File: src/assert_macros.svh
// assertion macros shared by the rtl
`ifndef ASSERT_MACROS_SVH
`define ASSERT_MACROS_SVH

// condition that holds at every edge out of reset
`define KVCP_ASSERT_ALWAYS(label, cond, msg) \
  label: assert property (@(posedge clk) disable iff (rst) (cond)) else $error(msg);

// consequent in the same cycle
`define KVCP_ASSERT_SAME(label, ante, cons, msg) \
  label: assert property (@(posedge clk) disable iff (rst) (ante) |-> (cons)) else $error(msg);

// consequent in the next cycle
`define KVCP_ASSERT_NEXT(label, ante, cons, msg) \
  label: assert property (@(posedge clk) disable iff (rst) (ante) |=> (cons)) else $error(msg);

`endif

File: src/kvcp_pkg.sv
package kvcp_pkg;

  localparam int unsigned INDEX_W  = 4;
  localparam int unsigned VALUE_W  = 32;
  localparam int unsigned INT_W    = 15;
  localparam int unsigned OUT_W    = 40;
  localparam int unsigned NUM_KEYS = 9;

  typedef logic [23:0] key_t;

  localparam key_t KEY_TABLE [NUM_KEYS] = '{
    24'h4D4F44,  // MOD
    24'h535255,  // SRU
    24'h535452,  // STR
    24'h535457,  // STW
    24'h534558,  // SEX
    24'h4B5052,  // KPR
    24'h4B4952,  // KIR
    24'h4B5059,  // KPY
    24'h4B4959   // KIY
  };

  localparam logic [INDEX_W-1:0] IDX_MODE = 4'd0;

  localparam logic [2:0] KEY_LEN      = 3'd3;
  localparam logic [2:0] KEY_TOO_LONG = 3'd4;

  localparam logic [INT_W-1:0] INT_MAX = 15'd32767;

  localparam logic [7:0] CHAR_NUL   = 8'h00;
  localparam logic [7:0] CHAR_TAB   = 8'h09;
  localparam logic [7:0] CHAR_LF    = 8'h0A;
  localparam logic [7:0] CHAR_CR    = 8'h0D;
  localparam logic [7:0] CHAR_SPACE = 8'h20;
  localparam logic [7:0] CHAR_PLUS  = 8'h2B;
  localparam logic [7:0] CHAR_MINUS = 8'h2D;
  localparam logic [7:0] CHAR_POINT = 8'h2E;
  localparam logic [7:0] CHAR_ZERO  = 8'h30;
  localparam logic [7:0] CHAR_NINE  = 8'h39;
  localparam logic [7:0] CHAR_COLON = 8'h3A;

  function automatic longint unsigned pow10(input int unsigned n);
    longint unsigned p;
    p = 1;
    for (int unsigned i = 0; i < n; i++) begin
      p = p * 10;
    end
    return p;
  endfunction

endpackage

File: src/kvcp_q16_round.sv
module kvcp_q16_round #(
  parameter int unsigned FRACTION_DIGITS = 4
) (
  input  logic [kvcp_pkg::INT_W-1:0]          integer_part,
  input  logic [$clog2(kvcp_pkg::pow10(FRACTION_DIGITS))-1:0] fraction,
  input  logic [15:0]                         estimate,
  input  logic                                whole_only,
  input  logic                                negative,
  output logic signed [kvcp_pkg::VALUE_W-1:0] value
);

  localparam longint unsigned POW = kvcp_pkg::pow10(FRACTION_DIGITS);
  localparam int unsigned FW = $clog2(POW);
  localparam int unsigned NW = FW + 17;

  logic [NW-1:0] numer;
  logic [NW-1:0] back;
  logic [NW-1:0] remainder;
  logic [16:0]   corrected;
  logic [15:0]   frac_q16;
  logic [kvcp_pkg::VALUE_W-1:0] magnitude;

  // estimate is at most two short of the rounded quotient
  always_comb begin
    numer     = {1'b0, fraction, 16'd0} + NW'(POW / 2);
    back      = NW'(estimate) * NW'(POW);
    remainder = numer - back;
    corrected = 17'(estimate)
              + 17'(remainder >= NW'(POW))
              + 17'(remainder >= NW'(2 * POW));
    frac_q16  = whole_only ? 16'd0 : corrected[15:0];
    magnitude = {1'b0, integer_part, frac_q16};
    value     = negative ? -$signed(magnitude) : $signed(magnitude);
  end

endmodule

File: src/key_value_command_line_parser.sv
// channel   dir  beat contents (lowest bit up)
// s_axis    in   tdata[7:0] rx_byte
// m_axis    out  tdata[3:0] setting_index, [35:4] setting_value, [39:36] zero
//
// one byte accepted per cycle while s_axis_tready is high; parser state updates on the accepting edge
// the lf that ends a line loads its result into the round stage
// the result path is a two-entry pipeline (round stage, output register)
// so input stalls only when both entries are full and m_axis is stalled
// rst clears the line state and both pipeline entries

`include "assert_macros.svh"

module key_value_command_line_parser #(
  parameter int unsigned LINE_LIMIT      = 64,
  parameter int unsigned FRACTION_DIGITS = 4
) (
  input  logic                         clk,
  input  logic                         rst,
  input  logic                         s_axis_tvalid,
  output logic                         s_axis_tready,
  input  logic [7:0]                   s_axis_tdata,   // rx_byte
  output logic                         m_axis_tvalid,
  input  logic                         m_axis_tready,
  output logic [kvcp_pkg::OUT_W-1:0]   m_axis_tdata    // setting_index, setting_value
);

  localparam longint unsigned POW = kvcp_pkg::pow10(FRACTION_DIGITS);
  localparam int unsigned FW = $clog2(POW);
  localparam int unsigned PW = FW + 17;
  localparam int unsigned LW = $clog2(LINE_LIMIT);
  localparam int unsigned CW = $clog2(FRACTION_DIGITS + 1);
  localparam logic [16:0] RECIP = 17'((64'd1 << (16 + FW)) / POW);

  localparam logic [1:0] PHASE_SPACE = 2'd0;
  localparam logic [1:0] PHASE_INT   = 2'd1;
  localparam logic [1:0] PHASE_FRAC  = 2'd2;
  localparam logic [1:0] PHASE_DONE  = 2'd3;

  // line state
  logic [LW-1:0]               line_length, line_length_next;
  logic                        last_was_cr, last_was_cr_next;
  kvcp_pkg::key_t              key_bytes, key_bytes_next;
  logic [2:0]                  key_length, key_length_next;
  logic                        colon_seen, colon_seen_next;
  logic                        line_void, line_void_next;
  logic [1:0]                  value_phase, value_phase_next;
  logic                        value_negative, value_negative_next;
  logic [kvcp_pkg::INT_W-1:0]  integer_part, integer_part_next;
  logic [FW-1:0]               fraction_digits, fraction_digits_next;
  logic [CW-1:0]               fraction_count, fraction_count_next;
  logic [PW-1:0]               frac_product;

  // round stage
  logic                        s1_valid;
  logic [kvcp_pkg::INDEX_W-1:0] s1_index;
  logic [kvcp_pkg::INT_W-1:0]  s1_integer;
  logic [FW-1:0]               s1_fraction;
  logic [15:0]                 s1_estimate;
  logic                        s1_whole;
  logic                        s1_negative;
  logic signed [kvcp_pkg::VALUE_W-1:0] s1_value;

  logic        out_advance;
  logic        in_fire;
  logic        emit;
  logic [7:0]  c;
  logic [3:0]  digit_val;
  logic        is_digit;
  logic        is_space;
  logic        is_sign;
  logic        line_full;
  logic        line_end;
  logic        int_byte;
  logic        key_ok;
  logic        key_found;
  logic [kvcp_pkg::INDEX_W-1:0] key_index;
  logic [FW-1:0] digit_weight;
  logic [18:0] int_ext;
  logic [18:0] int_sum;

  assign out_advance   = !m_axis_tvalid || m_axis_tready;
  assign s_axis_tready = !s1_valid || out_advance;
  assign in_fire       = s_axis_tvalid && s_axis_tready;

  assign c         = s_axis_tdata;
  assign is_digit  = (c >= kvcp_pkg::CHAR_ZERO) && (c <= kvcp_pkg::CHAR_NINE);
  assign digit_val = 4'(c - kvcp_pkg::CHAR_ZERO);
  assign is_space  = (c == kvcp_pkg::CHAR_SPACE)
                  || ((c >= kvcp_pkg::CHAR_TAB) && (c <= kvcp_pkg::CHAR_CR));
  assign is_sign   = (c == kvcp_pkg::CHAR_PLUS) || (c == kvcp_pkg::CHAR_MINUS);
  assign line_full = (line_length == LW'(LINE_LIMIT - 1));
  assign line_end  = last_was_cr && (c == kvcp_pkg::CHAR_LF);
  assign int_byte  = (value_phase == PHASE_INT)
                  || ((value_phase == PHASE_SPACE) && !is_space && !is_sign);

  // place value of the next fraction digit
  always_comb begin
    digit_weight = '0;
    for (int unsigned i = 0; i < FRACTION_DIGITS; i++) begin
      if (fraction_count == CW'(i)) begin
        digit_weight = FW'(kvcp_pkg::pow10(FRACTION_DIGITS - 1 - i));
      end
    end
  end

  always_comb begin
    int_ext = {4'd0, integer_part};
    int_sum = (int_ext << 3) + (int_ext << 1) + 19'(digit_val);
  end

  // key lookup
  always_comb begin
    key_found = 1'b0;
    key_index = '0;
    for (int i = kvcp_pkg::NUM_KEYS - 1; i >= 0; i--) begin
      if (key_bytes == kvcp_pkg::KEY_TABLE[i]) begin
        key_found = 1'b1;
        key_index = kvcp_pkg::INDEX_W'(i);
      end
    end
  end

  assign key_ok = colon_seen && !line_void && (key_length == kvcp_pkg::KEY_LEN);
  assign emit   = in_fire && !line_full && line_end && key_ok && key_found;

  always_comb begin
    line_length_next     = line_length;
    last_was_cr_next     = last_was_cr;
    key_bytes_next       = key_bytes;
    key_length_next      = key_length;
    colon_seen_next      = colon_seen;
    line_void_next       = line_void;
    value_phase_next     = value_phase;
    value_negative_next  = value_negative;
    integer_part_next    = integer_part;
    fraction_digits_next = fraction_digits;
    fraction_count_next  = fraction_count;

    if (line_full || line_end) begin
      line_length_next     = '0;
      last_was_cr_next     = 1'b0;
      key_bytes_next       = '0;
      key_length_next      = '0;
      colon_seen_next      = 1'b0;
      line_void_next       = 1'b0;
      value_phase_next     = PHASE_SPACE;
      value_negative_next  = 1'b0;
      integer_part_next    = '0;
      fraction_digits_next = '0;
      fraction_count_next  = '0;
    end else begin
      line_length_next = line_length + LW'(1);
      last_was_cr_next = (c == kvcp_pkg::CHAR_CR);
      if (!colon_seen) begin
        if (c == kvcp_pkg::CHAR_COLON) begin
          colon_seen_next = 1'b1;
        end else if (c == kvcp_pkg::CHAR_NUL) begin
          line_void_next = 1'b1;
        end else if (key_length < kvcp_pkg::KEY_LEN) begin
          key_bytes_next  = {key_bytes[15:0], c};
          key_length_next = key_length + 3'd1;
        end else begin
          key_length_next = kvcp_pkg::KEY_TOO_LONG;
        end
      end else if (c == kvcp_pkg::CHAR_NUL) begin
        value_phase_next = PHASE_DONE;
      end else begin
        if ((value_phase == PHASE_SPACE) && is_sign) begin
          value_negative_next = (c == kvcp_pkg::CHAR_MINUS);
          value_phase_next    = PHASE_INT;
        end
        if (int_byte) begin
          if (is_digit) begin
            integer_part_next = (int_sum > 19'(kvcp_pkg::INT_MAX))
                              ? kvcp_pkg::INT_MAX : int_sum[kvcp_pkg::INT_W-1:0];
            value_phase_next  = PHASE_INT;
          end else if (c == kvcp_pkg::CHAR_POINT) begin
            value_phase_next = PHASE_FRAC;
          end else begin
            value_phase_next = PHASE_DONE;
          end
        end
        if (value_phase == PHASE_FRAC) begin
          if (is_digit) begin
            if (fraction_count < CW'(FRACTION_DIGITS)) begin
              fraction_digits_next = fraction_digits + FW'(digit_val * digit_weight);
              fraction_count_next  = fraction_count + CW'(1);
            end
          end else begin
            value_phase_next = PHASE_DONE;
          end
        end
      end
    end
  end

  always_ff @(posedge clk) begin
    if (rst) begin
      line_length     <= '0;
      last_was_cr     <= 1'b0;
      key_bytes       <= '0;
      key_length      <= '0;
      colon_seen      <= 1'b0;
      line_void       <= 1'b0;
      value_phase     <= PHASE_SPACE;
      value_negative  <= 1'b0;
      integer_part    <= '0;
      fraction_digits <= '0;
      fraction_count  <= '0;
    end else if (in_fire) begin
      line_length     <= line_length_next;
      last_was_cr     <= last_was_cr_next;
      key_bytes       <= key_bytes_next;
      key_length      <= key_length_next;
      colon_seen      <= colon_seen_next;
      line_void       <= line_void_next;
      value_phase     <= value_phase_next;
      value_negative  <= value_negative_next;
      integer_part    <= integer_part_next;
      fraction_digits <= fraction_digits_next;
      fraction_count  <= fraction_count_next;
    end
  end

  // fraction settles before the cr, so this is ready by the lf
  always_ff @(posedge clk) begin
    frac_product <= PW'(fraction_digits) * PW'(RECIP);
  end

  always_ff @(posedge clk) begin
    if (rst) begin
      s1_valid <= 1'b0;
    end else begin
      s1_valid <= emit || (s1_valid && !out_advance);
    end
  end

  always_ff @(posedge clk) begin
    if (emit) begin
      s1_index    <= key_index;
      s1_integer  <= integer_part;
      s1_fraction <= fraction_digits;
      s1_estimate <= frac_product[FW +: 16];
      s1_whole    <= (key_index == kvcp_pkg::IDX_MODE);
      s1_negative <= value_negative;
    end
  end

  kvcp_q16_round #(
    .FRACTION_DIGITS (FRACTION_DIGITS)
  ) u_round (
    .integer_part (s1_integer),
    .fraction     (s1_fraction),
    .estimate     (s1_estimate),
    .whole_only   (s1_whole),
    .negative     (s1_negative),
    .value        (s1_value)
  );

  always_ff @(posedge clk) begin
    if (rst) begin
      m_axis_tvalid <= 1'b0;
    end else if (out_advance) begin
      m_axis_tvalid <= s1_valid;
    end
  end

  always_ff @(posedge clk) begin
    if (out_advance && s1_valid) begin
      m_axis_tdata <= {4'd0, s1_value, s1_index};
    end
  end

  `KVCP_ASSERT_ALWAYS(a_line_bound, line_length <= LW'(LINE_LIMIT - 1), "line length past limit")
  `KVCP_ASSERT_ALWAYS(a_key_len, key_length <= kvcp_pkg::KEY_TOO_LONG, "key length out of range")
  `KVCP_ASSERT_NEXT(a_emit_clears, emit, s1_valid && (line_length == '0) && !colon_seen, "emit did not load round stage or clear line")
  `KVCP_ASSERT_NEXT(a_drop_silent, in_fire && line_full, !s1_valid && (line_length == '0), "overlong line left a result or state")

endmodule
File: config.mk
export PLATFORM = sky130hd
export DESIGN_NAME = key_value_command_line_parser
export DESIGN_NICKNAME = d
export VERILOG_FILES = /design/src/kvcp_pkg.sv /design/src/kvcp_q16_round.sv /design/src/key_value_command_line_parser.sv
export VERILOG_INCLUDE_DIRS = /design/src /design/src/src
export SDC_FILE = /design/constraint.sdc
export NUM_CORES = 1
export LEC_CHECK = 0
export BUFFER_PORTS_ARGS = -buffer_cell sky130_fd_sc_hd__buf_2
export CORE_AREA = 4 4 186 188
export DETAILED_ROUTE_END_ITERATION = 8
export DIE_AREA = 0 0 190 192
export PLACE_DENSITY = 0.75
export SYNTH_ARGS = -nofsm -noshare
export SYNTH_HDL_FRONTEND = slang
export SYNTH_HIERARCHICAL = 1
export SYNTH_SLANG_ARGS = --single-unit
File: constraint.sdc
create_clock -name clk -period 10.48 [get_ports clk]
set_input_delay 3.144 -clock clk [delete_from_list [all_inputs] [get_ports clk]]
set_output_delay 3.144 -clock clk [all_outputs]
set_load 0.005 [all_outputs]
== Word level (Yosys, flattened, before mapping) ==
Cells that the tools add are included.
Storage, ports and cells
  output and inout bits: 42
  bits in registers: 189
  logic and storage cells: 194
Cells by class
  add/sub/neg operators: 12
  multiplexer cells: 74
  equal/unequal tests: 26
  $lt $le $gt $ge: 9
  reductions and logical operators: 48
  $mul: 3
Operator list (number)
  $eq 24x23->1 const B: 9
  $mux 24: 5
  $mux 14: 7
  $mux 15: 6
  $eq 8x6->1 const B: 5
  $mux 4: 9
  $mux 3: 11
  $add 16x1->16: 2
  $neg 31->32: 1
  $add 30x13->31 const B: 1
  $ge 31x14->1 const B: 1
  $ge 31x15->1 const B: 1
  $mux 31: 1
  $sub 31x30->31: 1
  $mux 10: 3
  $mul 14x16->29 const B: 1
  $mul 16x10->26 const B: 1
  $mux 1: 22
  $add 18x16->19: 1
  $add 19x4->19: 1
  $gt 19x15->1 const B: 1
  $eq 8x4->1 const B: 2
  $mux 16: 1
  $mux 2: 8
  other kinds (31): 71

== Depth between registers and ports, before layout ==
Gate-level depths: netlist (run 1).
  depth in word-level cells: 13
  mapped depth: 43
  gate-level depth less buffers: 42

== Modules after synthesis ==
Netlist (run 1), hierarchy kept.
Modules (own cells, without submodules)
  key_value_command_line_parser: sequential area each 4394.2 µm², cells each 1201, instances 1, area an instance 12784.8 µm²
  kvcp_q16_round: sequential area each 0.0 µm², cells each 660, instances 1, area an instance 5119.9 µm²

== Least setup slack after synthesis (run 1) ==
No wires, ideal clock.
  kind: flip-flop to flip-flop
  start: register s1_estimate[5]
  end: register m_axis_tdata[30] (netlist name), data pin
  arrival: 9.096 ns
  period minus slack after synthesis: 9.358 ns
  stages on the path, launching flop included: 42
  required time: 10.217 ns
  path slack: 1.122 ns
  path buffers: 1
  cells stage by stage: edfxtp_1 inv_1 fa_1 inv_1 ha_1 fa_1 ha_1 inv_1 fa_1 inv_1 ha_1 clkbuf_1 or2_2 a21oi_1 a31oi_1 a41oi_1 a21oi_1 a21o_1 [6 not listed] a211o_1 o22ai_1 a2111oi_0 o2111ai_1 a2111oi_0 and4_1 nand3_1 fa_1 ha_1 and3_1 nand4_1 xnor2_2 a21oi_2 or3_1 or2_4 or4_4 o41ai_2 xnor2_1
On the way
  word-level cells in the longest chain between the ends: 8
  elaborated cells between the ends (all ways): 9
  classes of those cells: 4 x add/sub; 1 x mul; 2 x order compare; 2 x mux
RTL lines
  start, declared: line key_value_command_line_parser.sv:58  | logic [15:0] s1_estimate;
  start signal, assigned: line key_value_command_line_parser.sv:243  | s1_estimate <= frac_product[FW +: 16];
  $mul 16x10->26: line kvcp_q16_round.sv:26  | back = NW'(estimate) * NW'(POW);
  $sub 31x30->31: line kvcp_q16_round.sv:27  | remainder = numer - back;
  $ge 31x14->1: line kvcp_q16_round.sv:29  | + 17'(remainder >= NW'(POW))
  $add 16x1->16: line kvcp_q16_round.sv:29
  $add 16x1->16 *: line kvcp_q16_round.sv:30  | + 17'(remainder >= NW'(2 * POW));
  $mux 16 *: line kvcp_q16_round.sv:31  | frac_q16 = whole_only ? 16'd0 : corrected[15:0];
  $neg 31->32 *: line kvcp_q16_round.sv:33  | value = negative ? -$signed(magnitude) : $signed(magnitude);
  $mux 31 *: line kvcp_q16_round.sv:33
  net s1_value, one bit: line key_value_command_line_parser.sv:61  | logic signed [kvcp_pkg::VALUE_W-1:0] s1_value;
  end signal, assigned: line key_value_command_line_parser.sv:270  | m_axis_tdata <= {4'd0, s1_value, s1_index};
  end, declared: line key_value_command_line_parser.sv:24  | output logic [kvcp_pkg::OUT_W-1:0] m_axis_tdata
Mark *: on every way through the listed nets, which the timed path passes. The rest lies on a longest branch.
A chain may end at the register's enable or synchronous reset.

== Final worst setup path (run 1) ==
  start: register s1_estimate[5]
  end: register m_axis_tdata[34] (netlist name), data pin
Same word-level chain as after synthesis.

==> metrics.yaml, run 1 <==
ys_ff_latch: 176
place_hpwl_um: 30600
gr-usage-all-layers: 0.214
end_kind: "flip-flop"
synthArstFlopShare: 0
avgSynthCellArea_sq_um: 9.62
finalCritPeriodShare: 0.938
met1_length_um: 17300
row_count: 67
switching_share: 0.262
power_frac_comb: 0.080
netlist_area_sq_mm: 0.0179
leakagePower_nw: 9.36
routedWlPerCell_um: 16.2
grt_overflow: 0
worstSetupPathType: "reg2reg"
switchingPower_uw: 396
routabilityCongestion: 0.917
io_pins: 54
ys_dominant_reg_cell: "dfxtp_1"
relSlewSlack: 0.161
grt_max_degree: 52
startpoint: "s1_estimate[5]$_DFFE_PP_"
first_pass_iters: 5
power_mw: 1.51
cts_tree: "yes"
crit_arrival_ns: 10.03
status: "complete, no violations"
viasPerCell: 5.61
first_global_vias: 13200
crit_fanout: 8
syn_inst: 1861
slowest_delay_ns: 0.57
yosys.area.top_type: "ha_1"
ir_worst_vdd_v: 0.0000977
hold_viol: 0
die_area_sq_mm: 0.0365
coreArea_sq_mm: 0.0331
synth_seq_area_share: 0.245
seqPwrFrac: 0.481
nFillCells: 2800
vias: 13200
initial_core_util: 0.541
port_buffers: 49
final_cell_area_sq_mm: 0.0193
top_layer_used: "met4"
reg2reg_slack_ns: 0.64
synth-edff-count: 87
yosysMostFrequentCell: "inv_1"
timing.rr.start: "s1_estimate[5]$_DFFE_PP_"
drcViolationCount: 0
routed-wl-met3_um: 1660
diodes: 0
grt_pass1_wl_um: 64300
place_area_sq_mm: 0.0186
drt-initial-drc-count: 685
numCtsBuffers: 17
setup_violations: 0
synth_top_cell_area_share: 0.194
clkPwrFrac: 0.439
ant_nets: 0
area.growth.synth_to_final_pct: 7.99
hold_buffers: 0
powerDensity_mw_per_mm2: 78.1
synth_cell_types: 96
synth-warning-count: 6
hold_path.class: "reg2reg"
fin_crit_ns: 9.84
tightest_slew_ns: 1.25
regArea_sq_mm: 0.00439
reg2regPathDepth: 40
route.met2.wl_um: 18600
drt_wl_total_um: 38200
die_y_um: 192
crit_end: "m_axis_tdata[34]$_DFFE_PP_"
cts.htree.levels: 4
skew_ns: 0.0119
clock-sinks: 176
clock_path_buffers: 2
cp_common_cell: "inv_1"
crit_required_ns: 10.68
p_int_mw: 1.11
drv_cap: 0
antenna_found_initial: 0
cts.reportedPaths.clkPinSlew_ns: 0.08
die_w_um: 190
clockRootBuffer: "clkbuf_16"
nets: 2331
r2r_end: "m_axis_tdata[34]$_DFFE_PP_"
final_max_slew_viol_count: 0
fmax_mhz: 102
drive_gt1_frac: 0.0831
synth.area.top_cells: "ha_1 (19%), fa_1 (16%), edfxtp_1 (15%)"
cpMaxStageDelayCell: "fa_1"
multi_input_area_sq_mm: 0.0123
insertion_delay_ns: 0.44
ys_top_cells_by_count: "inv_1 (282), ha_1 (277), fa_1 (141)"
worstSetupStartpointType: "flip-flop"
## power by group through the flow
stage | Combinational, mW | Sequential [mW] | Clock [mW]
6_report | 0.121 | 0.727 | 0.662
5_1_grt | 0.139 | 0.727 | 0.704
4_1_cts | 0.121 | 0.726 | 0.674
3_5_place_dp | 0.120 | 0.742 | 0
3_3_place_gp | 0.117 | 0.742 | 0
2_1_floorplan | 0.0997 | 0.739 | 0
## critical path: cells and delay by family (launching register included)
family          cells  cell delay (ns)
simple gates       10             2.43
flops               1             0.43
xor+xnor            3             0.31
fa+ha+maj           9             3.54
compound gates     13             2.46
buf+inv             5             0.41
## worst min-delay path by stage
stage | startpoint | to | slack [ns] | depth (start not counted)
after floorplan | frac_product[14]$_DFF_P_ | s1_estimate[0]$_DFFE_PP_ | 0.39 | 0
after global placement | frac_product[23]$_DFF_P_ | s1_estimate[9]$_DFFE_PP_ | 0.39 | 0
after detailed placement | frac_product[27]$_DFF_P_ | s1_estimate[13]$_DFFE_PP_ | 0.39 | 0
after CTS | frac_product[27]$_DFF_P_ | s1_estimate[13]$_DFFE_PP_ | 0.40 | 0
after global routing | frac_product[28]$_DFF_P_ | s1_estimate[14]$_DFFE_PP_ | 0.40 | 0
final | frac_product[27]$_DFF_P_ | s1_estimate[13]$_DFFE_PP_ | 0.40 | 0
## per-layer routing
metal | vias up | track usage
met5 | - | 0
met4 | 0 | 0.0515
met3 | 44 | 0.0284
met2 | 281 | 0.368
met1 | 6399 | 0.287
li1 | 6517 | -
## placed cells by master (no fill, tap or decap), types with 14 or more instances in the layout
cell type,Yosys,layout
and2_1,20,20
inv_1,282,281
o21ai_0,48,48
a22oi_1,32,32
a21oi_1,87,86
nand2b_1,19,19
xor2_1,29,29
buf_4,4,16
edfxtp_1,87,87
nand3_1,45,45
buf_2,9,49
a22o_1,16,16
fa_1,141,140
and3_1,14,14
nor2_1,133,132
clkbuf_16,0,17
ha_1,277,274
nand2_1,87,87
a21o_1,25,25
nor2b_1,18,18
nor3_1,41,39
dfxtp_1,89,89
nand4_1,23,23
xnor2_1,75,74
## flip-flops by register name, indices dropped and copies added, names as in the netlist
name / cells
colon_seen: 1
frac_product: 16
fraction_count: 3
fraction_digits: 14
integer_part: 15
key_bytes: 24
key_length: 3
last_was_cr: 1
line_length: 6
line_void: 1
m_axis_tdata: 36
m_axis_tvalid: 1
s1_estimate: 16
s1_fraction: 14
s1_index: 4
s1_integer: 15
s1_negative: 1
s1_valid: 1
s1_whole: 1
value_negative: 1
value_phase: 2
## final cells by class
type                            instances  area share
Sequential cell                       176       0.227
Multi-Input combinational cell       1358       0.638
Clock inverter                         15     0.00990
Tap cell                              448      0.0290
Inverter                              283      0.0549
Clock buffer                           17      0.0220
Timing Repair Buffer                   65      0.0189
## cell families after synthesis
family / synth area share
xor gates and xnor gates: 0.0545
and+or+nand+nor: 0.140
other: 0.000209
adders and majority gates: 0.351
buffers and inverters: 0.0723
AOI/OAI and AO/OA: 0.134
muxes: 0.00168
DFF: 0.245
## metrics by stage
stage                     worst slack [ns]  instances  setup TNS [ns]   util  hold slack (ns)
final                                0.645       2362               0  0.584            0.399
after global placement               0.374       2324               0  0.561            0.388
after floorplan                       1.12       1864               0      -            0.386
after global routing               -0.0227       2362         -0.0227  0.584            0.404
after detailed placement           -0.0638       2324          -0.144  0.561            0.389
after CTS                           0.0184       2356               0  0.580            0.400
## repair_timing
action | 4_1_cts | 5_1_grt
hold endpoints to repair | 0 | 0
pin swaps | 0 | 7
resized for setup | 2 | 19
setup endpoints to repair | 6 | 20
setup buffers | 0 | 6
Note: power is estimated with default switching activity, not from simulation.
==> run 2, diff against run 1 <==
--- a/config.mk
+++ b/config.mk
@@ -7,11 +7,10 @@
 export NUM_CORES = 1
 export LEC_CHECK = 0
 export BUFFER_PORTS_ARGS = -buffer_cell sky130_fd_sc_hd__buf_2
-export CORE_AREA = 4 4 186 188
+export CORE_AREA = 4 4 183 185
 export DETAILED_ROUTE_END_ITERATION = 8
-export DIE_AREA = 0 0 190 192
+export DIE_AREA = 0 0 187 189
 export PLACE_DENSITY = 0.75
 export SYNTH_ARGS = -nofsm -noshare
 export SYNTH_HDL_FRONTEND = slang
-export SYNTH_HIERARCHICAL = 1
 export SYNTH_SLANG_ARGS = --single-unit
==> run 2 against run 1 <==
Clock power up 0.8%. Critical path depth up 3. Sequential share of layout area up 0.53 points. Via count down 4.5%. Fmax down 1.1%. Core utilization up 0.59 points. Combinational power down 3%.
==> metrics.yaml, run 2 <==
avgSynthCellArea_sq_um: 9.68
viasPerCell: 5.58
drt-initial-drc-count: 642
relSlewSlack: 0.246
hold_viol: 0
final_max_slew_viol_count: 0
finalCritPeriodShare: 0.949
end_kind: "flip-flop"
final_core_util: 0.590
synthArstFlopShare: 0
seqPwrFrac: 0.481
vias: 12600
multi_input_area_sq_mm: 0.0118
ant_nets: 0
numCtsBuffers: 17
fmax_mhz: 101
row_count: 66
antenna_found_initial: 0
cts.reportedPaths.clkPinSlew_ns: 0.09
mostFrequentLayoutCell: "inv_1"
clockRootBuffer: "clkbuf_16"
die_w_um: 187
yosysMostFrequentCell: "inv_1"
synth_top_cell_area_share: 0.200
switchingPower_uw: 412
cpMaxStageDelayCell: "fa_1"
nets: 2275
nFillCells: 2755
cts.htree.levels: 4
hold_buffers: 0
synth-warning-count: 0
crit_fanout: 6
p_int_mw: 1.10
worstSetupStartpointType: "flip-flop"
synth-edff-count: 87
power_frac_comb: 0.077
slowest_delay_ns: 0.54
cp_common_cell: "inv_1"
fin_setup_tns_ns: 0
hold_slack_ns: 0.409
worstSetupPathType: "reg2reg"
drv_cap: 0
setup_violations: 0
port_buffers: 49
power_mw: 1.51
coreArea_sq_mm: 0.0320
ir_worst_vdd_v: 0.000107
synth_seq_area_share: 0.254
crit_required_ns: 10.67
syn_inst: 1789
grt_pass1_wl_um: 62200
yosys.area.top_type: "ha_1"
skew_ns: 0.0165
drt_wl_total_um: 36700
gr-usage-all-layers: 0.212
leakagePower_nw: 9.42
largest-register: "m_axis_tdata"
clock_path_buffers: 2
top_layer_used: "met4"
cts_tree: "yes"
routed-wl-met3_um: 1420
clkPwrFrac: 0.442
switching_share: 0.273
final_cell_mix: "inv_1 (288), ha_1 (275), fa_1 (140), nor2_1 (139), dfxtp_1 (89)"
area.growth.synth_to_final_pct: 9.09
grt_overflow: 0
ys_top_cells_by_count: "inv_1 (289), ha_1 (277), fa_1 (141)"
first_global_vias: 12900
first_pass_iters: 5
drcViolationCount: 0
initial_core_util: 0.541
place_hpwl_um: 29300
insertion_delay_ns: 0.45
die_y_um: 189
netlist_area_sq_mm: 0.0173
crit_arrival_ns: 10.14
routedWlPerCell_um: 16.2
grt_max_degree: 51
largest_register_ffs: 36
powerDensity_mw_per_mm2: 79.9
ys_dominant_reg_cell: "dfxtp_1"
routabilityCongestion: 0.914
drive_gt1_frac: 0.0893
ys_ff_latch: 176
status: "complete, no violations"
top_regs: "m_axis_tdata (36), key_bytes (24)"
synth_cell_types: 80
fin_crit_ns: 9.95
clock-sinks: 176
die_area_sq_mm: 0.0353
diodes: 0
io_pins: 54
met1_length_um: 16400
hold_path.class: "reg2reg"
tightest_slew_ns: 1.13
route.met2.wl_um: 18300
regArea_sq_mm: 0.00439
synth.area.top_cells: "ha_1 (20%), fa_1 (16%), edfxtp_1 (15%)"
-- run 2: cell count changes after synthesis, sizes merged, moves of 8 or more --
cell    change
nand3      -20
a211oi     -10
nand4      -18
a221o      +13
nor4        +8
a22o       -10
nand2       -9
buf        -12
o21ai       +9
a21o       -12
a21oi      -21
-- run 2: path summary, 6_finish.rpt --
kind         depth (start not counted)                    endpoint                startpoint  slack (ns)
min reg2reg                          0    s1_estimate[8]$_DFFE_PP_  frac_product[22]$_DFF_P_        0.41
max reg2reg                         43  m_axis_tdata[32]$_DFFE_PP_  s1_estimate[5]$_DFFE_PP_        0.53
max                                 43  m_axis_tdata[32]$_DFFE_PP_  s1_estimate[5]$_DFFE_PP_        0.53
min                                  0    s1_estimate[8]$_DFFE_PP_  frac_product[22]$_DFF_P_        0.41
-- run 2: cells by family after synthesis --
logic type | count (synthesis) | synth area share
AOI/OAI and AO/OA | 297 | 0.117
other | 1 | 0.000216
muxes | 5 | 0.00289
DFF | 176 | 0.254
buffers and inverters | 330 | 0.0728
xor gates and xnor gates | 112 | 0.0571
adders and majority gates | 418 | 0.363
and+or+nand+nor | 450 | 0.133
-- run 2: area by class of cell --
| type | instances | share of cell area |
|---|---|---|
| multi-input combinational | 1286 | 0.627 |
| sequential | 176 | 0.233 |
| inverter | 289 | 0.0574 |
| tap | 408 | 0.0270 |
| timing repair buffer | 75 | 0.0233 |
| clock buffer | 17 | 0.0225 |
| clock inverter | 15 | 0.0105 |
-- run 2: routing by layer --
layer  track usage  up-vias
met2         0.373      258
met5             0        -
met3        0.0280       54
li1              -     6214
met4        0.0552        0
met1         0.278     6115
-- run 2: worst max-delay path, delay by kind of cell (launching register included) --
kind | cells | cell delay, ns
fa+ha+maj | 9 | 3.30
compound gates | 12 | 2.38
buf+inv | 6 | 0.34
flops | 1 | 0.36
simple gates | 13 | 2.96
xor+xnor | 3 | 0.32
-- run 2: repair_timing --
action / 4_1_cts / 5_1_grt
endpoints found under the setup margin: 11 / 21
gates resized for setup: 9 / 22
pin swaps: 1 / 4
setup buffers: 0 / 0
-- run 2: metrics by stage --
stage	cell area (sq um)	setup slack, ns	cells
after floorplan	17300	0.614	1792
after global placement	18100	0.204	2234
after detailed placement	18100	-0.178	2234
after CTS	18800	0.0114	2266
after global routing	18900	-0.00292	2266
final	18900	0.530	2266
-- run 2: power groups by stage --
| stage | Sequential, mW | Clock (mW) | Combinational (mW) |
|---|---|---|---|
| 2_1_floorplan | 0.740 | 0 | 0.0921 |
| 3_3_place_gp | 0.741 | 0 | 0.112 |
| 3_5_place_dp | 0.742 | 0 | 0.116 |
| 4_1_cts | 0.726 | 0.680 | 0.117 |
| 5_1_grt | 0.727 | 0.705 | 0.132 |
| 6_report | 0.726 | 0.667 | 0.117 |
